--- src/sv/ecal_pkg.sv ---
// Shared constants and helper functions for the epoch to calendar conversion.
`timescale 1ns / 1ps

package ecal_pkg;

   // Field widths
   localparam int unsigned SECS_W   = 31;
   localparam int unsigned DAYS_W   = 15;
   localparam int unsigned SOD_W    = 17;
   localparam int unsigned YEAR_W   = 11;
   localparam int unsigned MONTH_W  = 4;
   localparam int unsigned DAY_W    = 5;
   localparam int unsigned HOUR_W   = 5;
   localparam int unsigned MINUTE_W = 6;
   localparam int unsigned SECOND_W = 6;
   localparam int unsigned DOY_W    = 9;

   // Calendar constants
   localparam int unsigned FIRST_YEAR     = 1970;
   localparam int unsigned SEC_PER_DAY    = 86400;
   localparam int unsigned SEC_PER_HOUR   = 3600;
   localparam int unsigned SEC_PER_MIN    = 60;
   localparam int unsigned DAYS_PER_CYCLE = 1461;   // four years, one of them leap
   localparam int unsigned DAYS_YEAR      = 365;

   // Reciprocals for constant division, each estimate is exact or one short.
   // days = (secs >> 7) / 675, scaled by 2^34
   localparam int unsigned DAY_RECIP   = 25451658;
   localparam int unsigned DAY_SHIFT   = 34;
   // cycles = days / 1461, scaled by 2^26
   localparam int unsigned CYCLE_RECIP = 45933;
   localparam int unsigned CYCLE_SHIFT = 26;
   // hours = (sod >> 4) / 225, scaled by 2^20
   localparam int unsigned HOUR_RECIP  = 4660;
   localparam int unsigned HOUR_SHIFT  = 20;
   // minutes = (rest >> 2) / 15, scaled by 2^14
   localparam int unsigned MIN_RECIP   = 1092;
   localparam int unsigned MIN_SHIFT   = 14;

   // Month codes
   typedef enum logic [MONTH_W-1:0] {
      MON_JAN = 4'd0, MON_FEB = 4'd1, MON_MAR = 4'd2, MON_APR = 4'd3,
      MON_MAY = 4'd4, MON_JUN = 4'd5, MON_JUL = 4'd6, MON_AUG = 4'd7,
      MON_SEP = 4'd8, MON_OCT = 4'd9, MON_NOV = 4'd10, MON_DEC = 4'd11
   } month_type;

   // First day of a month within the year, counted from 0
   function automatic logic [DOY_W-1:0] month_start(input logic [MONTH_W-1:0] month,
                                                    input logic leap);
      logic [DOY_W-1:0] base;
      logic [DOY_W-1:0] extra;
      case (month)
         MON_JAN: base = 9'd0;
         MON_FEB: base = 9'd31;
         MON_MAR: base = 9'd59;
         MON_APR: base = 9'd90;
         MON_MAY: base = 9'd120;
         MON_JUN: base = 9'd151;
         MON_JUL: base = 9'd181;
         MON_AUG: base = 9'd212;
         MON_SEP: base = 9'd243;
         MON_OCT: base = 9'd273;
         MON_NOV: base = 9'd304;
         MON_DEC: base = 9'd334;
         default: base = 9'd0;
      endcase
      extra = (leap && (month >= MON_MAR)) ? 9'd1 : 9'd0;
      return base + extra;
   endfunction

endpackage

--- src/sv/ecal_day_split.sv ---
// Splits epoch seconds into whole days and seconds of the day over three stages.
`timescale 1ns / 1ps

module ecal_day_split
   import ecal_pkg::*;
(
   input  logic                clock,
   input  logic                adv,
   input  logic [SECS_W-1:0]   secs,
   output logic [DAYS_W-1:0]   days,
   output logic [SOD_W-1:0]    sod
);

   logic [48:0]        est_prod;
   logic [SECS_W-1:0]  secs_a_ff, secs_a_in;
   logic [DAYS_W-1:0]  q_a_ff, q_a_in;
   logic [SECS_W-1:0]  secs_b_ff, secs_b_in;
   logic [DAYS_W-1:0]  q_b_ff, q_b_in;
   logic [SECS_W-1:0]  prod_b_ff, prod_b_in;
   logic [SECS_W-1:0]  rem;
   logic [DAYS_W-1:0]  days_ff, days_in;
   logic [SOD_W-1:0]   sod_ff, sod_in;

   // Estimate the day count by reciprocal multiply
   assign est_prod  = 49'(secs[SECS_W-1:7]) * 49'(DAY_RECIP);
   assign secs_a_in = secs;
   assign q_a_in    = est_prod[DAY_SHIFT +: DAYS_W];

   // Multiply back the estimate
   assign secs_b_in = secs_a_ff;
   assign q_b_in    = q_a_ff;
   assign prod_b_in = SECS_W'(32'(q_a_ff) * SEC_PER_DAY);

   // Correct the estimate by at most one day
   always_comb begin
      rem = secs_b_ff - prod_b_ff;
      if (rem >= SECS_W'(SEC_PER_DAY)) begin
         days_in = q_b_ff + 1'b1;
         sod_in  = SOD_W'(rem - SECS_W'(SEC_PER_DAY));
      end else begin
         days_in = q_b_ff;
         sod_in  = SOD_W'(rem);
      end
   end

   always_ff @(posedge clock) begin
      if (adv) begin
         secs_a_ff <= secs_a_in;
         q_a_ff    <= q_a_in;
         secs_b_ff <= secs_b_in;
         q_b_ff    <= q_b_in;
         prod_b_ff <= prod_b_in;
         days_ff   <= days_in;
         sod_ff    <= sod_in;
      end
   end

   assign days = days_ff;
   assign sod  = sod_ff;

endmodule

--- src/sv/ecal_date_path.sv ---
// Turns a day count into year, month and day of month over six stages.
`timescale 1ns / 1ps

module ecal_date_path
   import ecal_pkg::*;
(
   input  logic                clock,
   input  logic                adv,
   input  logic [DAYS_W-1:0]   days,
   output logic [YEAR_W-1:0]   year,
   output logic [MONTH_W-1:0]  month_index,
   output logic [DAY_W-1:0]    day_of_month
);

   logic [30:0]          cyc_prod;
   logic [DAYS_W-1:0]    days_d_ff, days_d_in;
   logic [4:0]           cq_d_ff, cq_d_in;
   logic [DAYS_W-1:0]    days_e_ff, days_e_in;
   logic [4:0]           cq_e_ff, cq_e_in;
   logic [DAYS_W-1:0]    cprod_e_ff, cprod_e_in;
   logic [DAYS_W-1:0]    crem;
   logic [4:0]           cyc_f_ff, cyc_f_in;
   logic [10:0]          dc_f_ff, dc_f_in;
   logic [1:0]           yi;
   logic [DOY_W-1:0]     doy_g_ff, doy_g_in;
   logic                 leap_g_ff, leap_g_in;
   logic [YEAR_W-1:0]    year_g_ff, year_g_in;
   logic [MONTH_W-1:0]   month_h_ff, month_h_in;
   logic [DOY_W-1:0]     doy_h_ff, doy_h_in;
   logic                 leap_h_ff, leap_h_in;
   logic [YEAR_W-1:0]    year_h_ff, year_h_in;
   logic [YEAR_W-1:0]    year_ff, year_in;
   logic [MONTH_W-1:0]   month_ff, month_in;
   logic [DAY_W-1:0]     day_ff, day_in;

   // Estimate whole four-year cycles
   assign cyc_prod  = 31'(days) * 31'(CYCLE_RECIP);
   assign days_d_in = days;
   assign cq_d_in   = cyc_prod[CYCLE_SHIFT +: 5];

   // Multiply back the cycle estimate
   assign days_e_in  = days_d_ff;
   assign cq_e_in    = cq_d_ff;
   assign cprod_e_in = DAYS_W'(cq_d_ff) * DAYS_W'(DAYS_PER_CYCLE);

   // Correct the cycle count by at most one
   always_comb begin
      crem = days_e_ff - cprod_e_ff;
      if (crem >= DAYS_W'(DAYS_PER_CYCLE)) begin
         cyc_f_in = cq_e_ff + 1'b1;
         dc_f_in  = 11'(crem - DAYS_W'(DAYS_PER_CYCLE));
      end else begin
         cyc_f_in = cq_e_ff;
         dc_f_in  = 11'(crem);
      end
   end

   // Place the day within its cycle: 1970 and 1971 plain, the third year leap
   always_comb begin
      if (dc_f_ff < 11'd365) begin
         yi       = 2'd0;
         doy_g_in = DOY_W'(dc_f_ff);
      end else if (dc_f_ff < 11'd730) begin
         yi       = 2'd1;
         doy_g_in = DOY_W'(dc_f_ff - 11'd365);
      end else if (dc_f_ff < 11'd1096) begin
         yi       = 2'd2;
         doy_g_in = DOY_W'(dc_f_ff - 11'd730);
      end else begin
         yi       = 2'd3;
         doy_g_in = DOY_W'(dc_f_ff - 11'd1096);
      end
      leap_g_in = (yi == 2'd2);
      year_g_in = YEAR_W'(FIRST_YEAR) + {4'd0, cyc_f_ff, 2'b00} + {9'd0, yi};
   end

   // Pick the last month whose first day is not past the day of year
   always_comb begin
      month_h_in = MON_JAN;
      for (int m = 1; m < 12; m++) begin
         if (doy_g_ff >= month_start(MONTH_W'(m), leap_g_ff)) begin
            month_h_in = MONTH_W'(m);
         end
      end
      doy_h_in  = doy_g_ff;
      leap_h_in = leap_g_ff;
      year_h_in = year_g_ff;
   end

   // Day within the month, counted from one
   assign year_in  = year_h_ff;
   assign month_in = month_h_ff;
   assign day_in   = DAY_W'(doy_h_ff - month_start(month_h_ff, leap_h_ff) + 9'd1);

   always_ff @(posedge clock) begin
      if (adv) begin
         days_d_ff  <= days_d_in;
         cq_d_ff    <= cq_d_in;
         days_e_ff  <= days_e_in;
         cq_e_ff    <= cq_e_in;
         cprod_e_ff <= cprod_e_in;
         cyc_f_ff   <= cyc_f_in;
         dc_f_ff    <= dc_f_in;
         doy_g_ff   <= doy_g_in;
         leap_g_ff  <= leap_g_in;
         year_g_ff  <= year_g_in;
         month_h_ff <= month_h_in;
         doy_h_ff   <= doy_h_in;
         leap_h_ff  <= leap_h_in;
         year_h_ff  <= year_h_in;
         year_ff    <= year_in;
         month_ff   <= month_in;
         day_ff     <= day_in;
      end
   end

   assign year         = year_ff;
   assign month_index  = month_ff;
   assign day_of_month = day_ff;

endmodule

--- src/sv/ecal_time_path.sv ---
// Splits seconds of the day into hour, minute and second over six stages.
`timescale 1ns / 1ps

module ecal_time_path
   import ecal_pkg::*;
(
   input  logic                 clock,
   input  logic                 adv,
   input  logic [SOD_W-1:0]     sod,
   output logic [HOUR_W-1:0]    hour_of_day,
   output logic [MINUTE_W-1:0]  minute_of_hour,
   output logic [SECOND_W-1:0]  second_of_minute
);

   logic [25:0]          hour_prod;
   logic [20:0]          min_prod;
   logic [SOD_W-1:0]     sod_d_ff, sod_d_in;
   logic [HOUR_W-1:0]    hq_d_ff, hq_d_in;
   logic [SOD_W-1:0]     sod_e_ff, sod_e_in;
   logic [HOUR_W-1:0]    hq_e_ff, hq_e_in;
   logic [SOD_W-1:0]     hprod_e_ff, hprod_e_in;
   logic [SOD_W-1:0]     hrem;
   logic [HOUR_W-1:0]    hour_f_ff, hour_f_in;
   logic [11:0]          shr_f_ff, shr_f_in;
   logic [HOUR_W-1:0]    hour_g_ff, hour_g_in;
   logic [11:0]          shr_g_ff, shr_g_in;
   logic [MINUTE_W-1:0]  mq_g_ff, mq_g_in;
   logic [HOUR_W-1:0]    hour_h_ff, hour_h_in;
   logic [11:0]          shr_h_ff, shr_h_in;
   logic [MINUTE_W-1:0]  mq_h_ff, mq_h_in;
   logic [11:0]          mprod_h_ff, mprod_h_in;
   logic [11:0]          mrem;
   logic [HOUR_W-1:0]    hour_ff, hour_in;
   logic [MINUTE_W-1:0]  minute_ff, minute_in;
   logic [SECOND_W-1:0]  second_ff, second_in;

   // Estimate the hour
   assign hour_prod = 26'(sod[SOD_W-1:4]) * 26'(HOUR_RECIP);
   assign sod_d_in  = sod;
   assign hq_d_in   = hour_prod[HOUR_SHIFT +: HOUR_W];

   // Multiply back the hour estimate
   assign sod_e_in   = sod_d_ff;
   assign hq_e_in    = hq_d_ff;
   assign hprod_e_in = SOD_W'(hq_d_ff) * SOD_W'(SEC_PER_HOUR);

   // Correct the hour by at most one
   always_comb begin
      hrem = sod_e_ff - hprod_e_ff;
      if (hrem >= SOD_W'(SEC_PER_HOUR)) begin
         hour_f_in = hq_e_ff + 1'b1;
         shr_f_in  = 12'(hrem - SOD_W'(SEC_PER_HOUR));
      end else begin
         hour_f_in = hq_e_ff;
         shr_f_in  = 12'(hrem);
      end
   end

   // Estimate the minute
   assign min_prod  = 21'(shr_f_ff[11:2]) * 21'(MIN_RECIP);
   assign hour_g_in = hour_f_ff;
   assign shr_g_in  = shr_f_ff;
   assign mq_g_in   = min_prod[MIN_SHIFT +: MINUTE_W];

   // Multiply back the minute estimate
   assign hour_h_in  = hour_g_ff;
   assign shr_h_in   = shr_g_ff;
   assign mq_h_in    = mq_g_ff;
   assign mprod_h_in = 12'(mq_g_ff) * 12'(SEC_PER_MIN);

   // Correct the minute by at most one, leaving the second
   always_comb begin
      mrem    = shr_h_ff - mprod_h_ff;
      hour_in = hour_h_ff;
      if (mrem >= 12'(SEC_PER_MIN)) begin
         minute_in = mq_h_ff + 1'b1;
         second_in = SECOND_W'(mrem - 12'(SEC_PER_MIN));
      end else begin
         minute_in = mq_h_ff;
         second_in = SECOND_W'(mrem);
      end
   end

   always_ff @(posedge clock) begin
      if (adv) begin
         sod_d_ff   <= sod_d_in;
         hq_d_ff    <= hq_d_in;
         sod_e_ff   <= sod_e_in;
         hq_e_ff    <= hq_e_in;
         hprod_e_ff <= hprod_e_in;
         hour_f_ff  <= hour_f_in;
         shr_f_ff   <= shr_f_in;
         hour_g_ff  <= hour_g_in;
         shr_g_ff   <= shr_g_in;
         mq_g_ff    <= mq_g_in;
         hour_h_ff  <= hour_h_in;
         shr_h_ff   <= shr_h_in;
         mq_h_ff    <= mq_h_in;
         mprod_h_ff <= mprod_h_in;
         hour_ff    <= hour_in;
         minute_ff  <= minute_in;
         second_ff  <= second_in;
      end
   end

   assign hour_of_day      = hour_ff;
   assign minute_of_hour   = minute_ff;
   assign second_of_minute = second_ff;

endmodule

--- src/sv/epoch_seconds_to_calendar_unit.sv ---
// Top level of the epoch seconds to calendar date and time converter.
//
//   channel   direction  handshake              payload
//   req_      in         req_valid/req_ready    req_seconds_since_epoch
//   rsp_      out        rsp_valid/rsp_ready    rsp_year .. rsp_second_of_minute
//
// Nine register stages: three split seconds into days and seconds of day, six
// turn those into date and time in two side-by-side paths. One beat enters per
// cycle while rsp_ does not stall. The stages follow the chain of reciprocal
// multiply, multiply-back and correct steps; the last is the output register.
// A stall on rsp_ freezes the whole pipe, so nothing is lost or repeated.
// Synchronous reset clears the stage valid bits only.
`timescale 1ns / 1ps

module epoch_seconds_to_calendar_unit
   import ecal_pkg::*;
(
   input  logic                 clock,
   input  logic                 reset,
   input  logic                 req_valid,
   output logic                 req_ready,
   input  logic [SECS_W-1:0]    req_seconds_since_epoch,
   output logic                 rsp_valid,
   input  logic                 rsp_ready,
   output logic [YEAR_W-1:0]    rsp_year,
   output logic [MONTH_W-1:0]   rsp_month_index,
   output logic [DAY_W-1:0]     rsp_day_of_month,
   output logic [HOUR_W-1:0]    rsp_hour_of_day,
   output logic [MINUTE_W-1:0]  rsp_minute_of_hour,
   output logic [SECOND_W-1:0]  rsp_second_of_minute
);

   localparam int unsigned STAGES = 9;

   logic                 adv;
   logic [STAGES-1:0]    valid_ff, valid_in;
   logic [DAYS_W-1:0]    days;
   logic [SOD_W-1:0]     sod;

   // Advance the pipe unless the output beat is held
   assign adv       = !valid_ff[STAGES-1] || rsp_ready;
   assign req_ready = adv;
   assign rsp_valid = valid_ff[STAGES-1];

   always_comb begin
      valid_in = valid_ff;
      if (adv) begin
         valid_in = {valid_ff[STAGES-2:0], req_valid};
      end
   end

   always_ff @(posedge clock) begin
      if (reset) begin
         valid_ff <= '0;
      end else begin
         valid_ff <= valid_in;
      end
   end

   ecal_day_split u_split (
      .clock (clock),
      .adv   (adv),
      .secs  (req_seconds_since_epoch),
      .days  (days),
      .sod   (sod)
   );

   ecal_date_path u_date (
      .clock        (clock),
      .adv          (adv),
      .days         (days),
      .year         (rsp_year),
      .month_index  (rsp_month_index),
      .day_of_month (rsp_day_of_month)
   );

   ecal_time_path u_time (
      .clock            (clock),
      .adv              (adv),
      .sod              (sod),
      .hour_of_day      (rsp_hour_of_day),
      .minute_of_hour   (rsp_minute_of_hour),
      .second_of_minute (rsp_second_of_minute)
   );

endmodule

--- config.mk ---
export PLATFORM = sky130hd
export DESIGN_NAME = epoch_seconds_to_calendar_unit
export DESIGN_NICKNAME = d
export VERILOG_FILES = /design/src/sv/ecal_pkg.sv /design/src/sv/ecal_day_split.sv /design/src/sv/ecal_date_path.sv /design/src/sv/ecal_time_path.sv /design/src/sv/epoch_seconds_to_calendar_unit.sv
export SDC_FILE = /design/constraint.sdc
export NUM_CORES = 2
export LEC_CHECK = 0
export ABC_AREA = 1
export BUFFER_PORTS_ARGS = -buffer_cell sky130_fd_sc_hd__buf_2
export CORE_UTILIZATION = 29
export DETAILED_ROUTE_END_ITERATION = 16
export PLACE_DENSITY = 0.5
export SLEW_MARGIN = 20
export SYNTH_ARGS = -nofsm -noshare
export SYNTH_HDL_FRONTEND = slang
export SYNTH_SLANG_ARGS = --single-unit
--- constraint.sdc ---
create_clock -name clock -period 20.3 [get_ports clock]
set_input_delay 0 -clock clock [delete_from_list [all_inputs] [get_ports clock]]
set_output_delay 0 -clock clock [all_outputs]
set_load 0.05 [all_outputs]
* Yosys cells after proc, flatten, opt, wreduce, memory -nomap -nowiden
Memories as Yosys holds them, arrays and structs flattened.
Cells that the tools add are included.
** Operators by class
- Add/subtract/negate cells :: 30
- Multipliers :: 8
- Order comparisons :: 19
- Eq/ne operators :: 1
- Muxes and demuxes :: 26
- Reductions and logical operators :: 5
** Operator list (count)
- $ge A9 B9 Y1 :: 10
- $mul A24 B24 Y48 const B :: 1
- $add A8 B9 Y9 const A :: 4
- $ge A31 B17 Y1 const B :: 1
- $mul A15 B16 Y31 const B :: 1
- $sub A31 B31 Y31 :: 1
- $add A9 B9 Y9 const A :: 3
- $mux W9 :: 3
- $mul A15 B10 Y24 const B :: 1
- $mul A13 B11 Y23 const B :: 1
- $add A7 B9 Y9 const A :: 2
- $mul A10 B9 Y18 const B :: 1
- $ge A17 B12 Y1 const B :: 1
- $mux W17 :: 1
- $sub A17 B17 Y17 :: 1
- $sub A17 B17 Y17 const B :: 1
- $add A15 B1 Y15 const B :: 1
- $add A5 B1 Y5 const B :: 3
- $ge A15 B11 Y1 const B :: 1
- $mul A5 B11 Y15 const B :: 1
- $mux W15 :: 1
- $sub A15 B15 Y15 :: 1
- $mul A5 B8 Y13 const B :: 1
- $ge A12 B6 Y1 const B :: 1
- other kinds (32) :: 46
** Word-level totals
- Register bits after elaboration :: 437
- ROM bits :: 144
- Input port bits :: 35
- Output and inout bits :: 39
- Logic and storage cells :: 134
- Memories :: 1
** Memories
- (no name shown) :: depth 16, width 9, read ports 1, clocked after Yosys merged registers in 0, write ports 0, line ecal_pkg.sv:52 : case (month)

* Logic depth before layout (Yosys ltp)
- Word-level depth :: 12
- Mapped depth :: 24
- Depth with buffers taken out :: 24

* Cells and area by module
From an unflattened synthesis, not the netlist that was laid out.
** Unflattened totals
- Cells, all modules :: 4369
- Area, all modules :: 41603.7 um^2
** Modules (own cells, without submodules)
- ecal_day_split :: times used 1, cells each 2049, area each 18895.6 um^2, seq. area each 4414.2 um^2
- ecal_date_path :: times used 1, cells each 1296, area each 12184.2 um^2, seq. area each 3843.7 um^2
- ecal_time_path :: times used 1, cells each 968, area each 10141.0 um^2, seq. area each 4204.0 um^2
- epoch_seconds_to_calendar_unit :: times used 1, cells each 56, area each 382.9 um^2, seq. area each 180.2 um^2

* Worst setup path before layout
Ideal clock, no wire load.
- Path type :: register to register
- Start point :: register valid_ff[8]
- End point :: register u_date.cprod_e_ff[0] (enable)
- Library setup time :: 3.494 ns
- Arrival time :: 9.148 ns
- Data required time :: 16.806 ns
- Setup slack :: 7.659 ns
- Cell stages (with the launch flop) :: 4
- Buffers on the path :: 0
- Period minus slack after synthesis :: 12.641 ns
- Cells stage by stage :: dfxtp_1 -> inv_1 -> nor2_1 -> clkinv_1
** Between the ends
- Word-level cells in the longest chain between the ends :: 2
** RTL lines
- from (decl) :: line epoch_seconds_to_calendar_unit.sv:36 : logic [STAGES-1:0] valid_ff, valid_in;
- from (signal assigned) :: line epoch_seconds_to_calendar_unit.sv:56 : valid_ff <= valid_in;
- $logic_not A1 Y1 :: line epoch_seconds_to_calendar_unit.sv:41 : assign adv = !valid_ff[STAGES-1] || rsp_ready;
- $logic_or A1 B1 Y1 :: line epoch_seconds_to_calendar_unit.sv:41
- via req_ready :: line epoch_seconds_to_calendar_unit.sv:21 : output logic req_ready,
- to (signal assigned) :: line ecal_date_path.sv:101 : cprod_e_ff <= cprod_e_in;
- to (decl) :: line ecal_date_path.sv:20 : logic [DAYS_W-1:0] cprod_e_ff, cprod_e_in;
The timed path passes the listed nets, and every way through them passes these cells.
A chain may end at the register's enable or synchronous reset.

* Worst setup path in the final report
- Start point :: input req_seconds_since_epoch[13]
- End point :: register u_split.q_a_ff[4] (data pin)
** Between the ends
- Word-level cells in the longest chain between the ends :: 1
** RTL lines
- from (decl) :: line epoch_seconds_to_calendar_unit.sv:22 : input logic [SECS_W-1:0] req_seconds_since_epoch,
- $mul A24 B24 Y48 :: line ecal_day_split.sv:25 : assign est_prod = 49'(secs[SECS_W-1:7]) * 49'(DAY_RECIP);
- via u_split.est_prod[38] :: line ecal_day_split.sv:14 : logic [48:0] est_prod;
- to (signal assigned) :: line ecal_day_split.sv:49 : q_a_ff <= q_a_in;
- to (decl) :: line ecal_day_split.sv:16 : logic [DAYS_W-1:0] q_a_ff, q_a_in;
The timed path passes the listed nets, and every way through them passes these cells.

==> key figures <==
Status
  – Run status: completed

Worst setup path
  – Worst Setup End Kind: flip-flop
  – Critical path's top delay family: adder cells
  – Worst setup path category: input port to flip-flop
  – Worst Path Arrival: 5840 ps
  – Buf/Inv on CP: 7
  – Worst EP required: 20680 ps
  – CP Depth: 23
  – Reg2reg setup slack: 14960 ps
  – Slowest cell on the critical path: fa_1
  – CP Launch Type: input port
  – Critical-path cell list: dlygate4sd3_1 -> buf_2 -> fa_1 -> ha_1 -> inv_1 -> fa_1 -> fa_1 -> fa_1 -> inv_1 -> fa_1 -> inv_1 -> fa_1 -> inv_1 -> ha_1 -> nand2_1 -> nor2_1 -> inv_1 -> nor2_1 -> nand3_1 -> o21ai_0 -> nand2_1 -> nand3_1 -> nand2_1
  – Reg2reg path depth: 16
  – Critical-path maximum fanout: 11
  – Most used cell, CP: fa_1
  – Max incr delay on CP: 560 ps

Cells and area
  – Area growth from synthesis to layout: 11.5%
  – Layout Nets: 5377
  – ANT cells: 0
  – Share of layout cells above drive strength 1: 4.49%

Global routing
  – Met1 usage in global routing: 16.7%
  – Initial antenna violation count: 1
  – Grt ovf: 0
  – Gr usage total: 12.8%
  – Busiest metal layer after global routing: met2
  – GR Layer Usage met2: 22.5%
  – Pin count of the biggest net entering global routing: 138
  – GR Util met3: 1.44%
  – First-pass GRT wire length: 145 mm
  – Vias in the first global route: 27900

Yosys
  – Synthesized flop and latch total: 427
  – Compound-Gate Fraction of Synth Area: 5.78%
  – Top_reg_cell synth: edfxtp_1
  – Post-Synth Adder-Cell Area: 38.6%
  – Syn Nets: 5223
  – Ys async rst share: 0%
  – Syn avg cell area: 9.78 um^2
  – Synth cell count leaders: inv_1, ha_1, nand2_1, edfxtp_1, fa_1
  – Syn Inst Count: 4126
  – Post-synth cell types: 59
  – Synth Area in XOR/XNOR: 3.39%
  – Largest family of logic cells by synthesized area: adder cells
  – Top cell type's share of synthesized area: 31.1%
  – Cell with the most instances after synthesis: inv_1
  – Synth area leader: edfxtp_1
  – Post-synthesis mux area share: 0%
  – Yosys Warn Count: 0
  – Post-synth EDFFs: 418
  – Sequential area share after synthesis: 31.6%
  – Post-synthesis simple-gate area fraction: 12.1%
  – Post-Syn Area: 0.0403 mm^2
  – Largest cells by area after synthesis: edfxtp_1, ha_1, fa_1

Floorplan
  – Die area: 0.141 mm^2
  – Core Box Area: 0.138 mm^2
  – Rows: 136
  – Die Wd: 375 um
  – Number of I/O pins: 74
  – Starting Density: 29.3%
  – Die height: 375 um

Timing
  – Clock Skew: 37.0 ps
  – Final hold vios: 0
  – Post-route minimum period: 5470 ps
  – Count of pins over their slew limit: 0
  – Final setup violating endpoints: 0
  – Fmax: 183 MHz
  – Relative slew slack: 33.1%
  – RSZ-0062 raised after global routing: false
  – Post-Route Setup TNS: 0 ps
  – Final Cycle Share: 26.9%
  – Worst-Margin Slew: 1000 ps

Route
  – Vias/cell: 4.45
  – Final WL: 88.7 mm
  – Residual DRC: 0
  – First DRT Iteration DRCs: 1376
  – Post-DRT Antenna Nets: 0
  – Via count: 27200
  – WL per Instance: 14.5 um
  – First-pass detailed-route iteration total: 7

Clock tree
  – CTS Buf Count: 51
  – Post-CTS Setup Inserts: 0
  – Clock Latency Late Sink: 630 ps
  – Clock sink count: 427
  – CTS tree: done
  – Worst-path clk slew: 60 ps
  – Clk buf depth: 3
  – H-tree levels: 2
  – Clock root buffer: clkbuf_16

Flow run
  – Max-Cap Viols: 0

Placement
  – Hpwl dp: 72.4 mm
  – GP Congestion: 0.888
  – IO buf count: 73

Hold path
  – Min-delay worst type: input port to flip-flop
  – Worst Hold Path Cells: 2
## final cells by class
cell class	instances	area (um^2)
Multi-Input combinational cell	2785	24100
Fill cell	14100	92700
Clock inverter	41	390
Clock buffer	54	1310
Tap cell	1794	2240
Sequential cell	427	12700
Timing Repair Buffer	115	791
Inverter	900	3390
## path summary, 6_finish.rpt
kind / start / to
worst max register to register: u_split.days[13]$_DFFE_PP_ / u_date.cq_d_ff[2]$_DFFE_PP_
worst max-delay path: req_seconds_since_epoch[13] / u_split.q_a_ff[4]$_DFFE_PP_
worst min register to register: u_date.days_d_ff[0]$_DFFE_PP_ / u_date.days_e_ff[0]$_DFFE_PP_
worst min-delay path: req_seconds_since_epoch[2] / u_split.secs_a_ff[2]$_DFFE_PP_
## cell families (layout without fill, tap and decap cells)
kind of cell | after synthesis | count (layout)
and+or+nand+nor | 1157 | 1157
adders and majority gates | 1062 | 1062
buffers and inverters | 914 | 1110
DFF | 427 | 427
AOI/OAI and AO/OA | 410 | 410
xor gates and xnor gates | 156 | 156
## registers in the layout, indices dropped and copies added (netlist names), 8 cells and up
signal             count
u_date.cprod_e_ff     15
u_date.days_d_ff      15
u_date.days_e_ff      15
u_date.dc_f_ff        11
u_date.doy_g_ff        9
u_date.year           11
u_date.year_g_ff      11
u_date.year_h_ff      11
u_split.days          15
u_split.prod_b_ff     23
u_split.q_a_ff        15
u_split.q_b_ff        15
u_split.secs_a_ff     31
u_split.secs_b_ff     31
u_split.sod           17
u_time.hprod_e_ff      8
u_time.mprod_h_ff      9
u_time.shr_f_ff       12
u_time.shr_g_ff       12
u_time.shr_h_ff       12
u_time.sod_d_ff       17
u_time.sod_e_ff       17
valid_ff               9
## cell usage in the layout, fill, tap and decap left out, types with 32 or more instances in the layout
master / n
nor2_1: 205
fa_1: 302
xnor2_1: 44
buf_2: 73
nand4_1: 54
o21ai_0: 101
nand2_1: 677
dlygate4sd3_1: 36
clkbuf_16: 52
nand3_1: 135
xor2_1: 112
edfxtp_1: 418
nor3_1: 32
inv_1: 896
ha_1: 760
a21oi_1: 194
## stage by stage
stage          setup WS [ps]  instance area, um^2  util [%]  cells  hold WS [ps]
2_1_floorplan           7660                40300         -   4126          98.9
3_3_place_gp           14780                42900      31.2   5984           183
3_5_place_dp           14730                42900      31.2   5985           180
4_1_cts                14900                45000      32.7   6116          40.9
5_1_grt                14550                45000      32.7   6116          59.3
6_report               14830                45000      32.7   6116          87.4
## per-layer routing
layer / vias up / part of all wire, %
li1: 13900 / -
met3: 91 / 2.7
met2: 350 / 48
met4: 0 / 1.9
met1: 12900 / 47
met5: - / 0
## repair_timing
item                                   in CTS  in global routing
gates resized for setup                     0                  0
endpoints found under the hold margin      40                  0
hold buffers                               36                  0
Power is left out: the tool's default activity adds up to more than one toggle a clock period on the data nets, which glitch-free logic cannot reach.
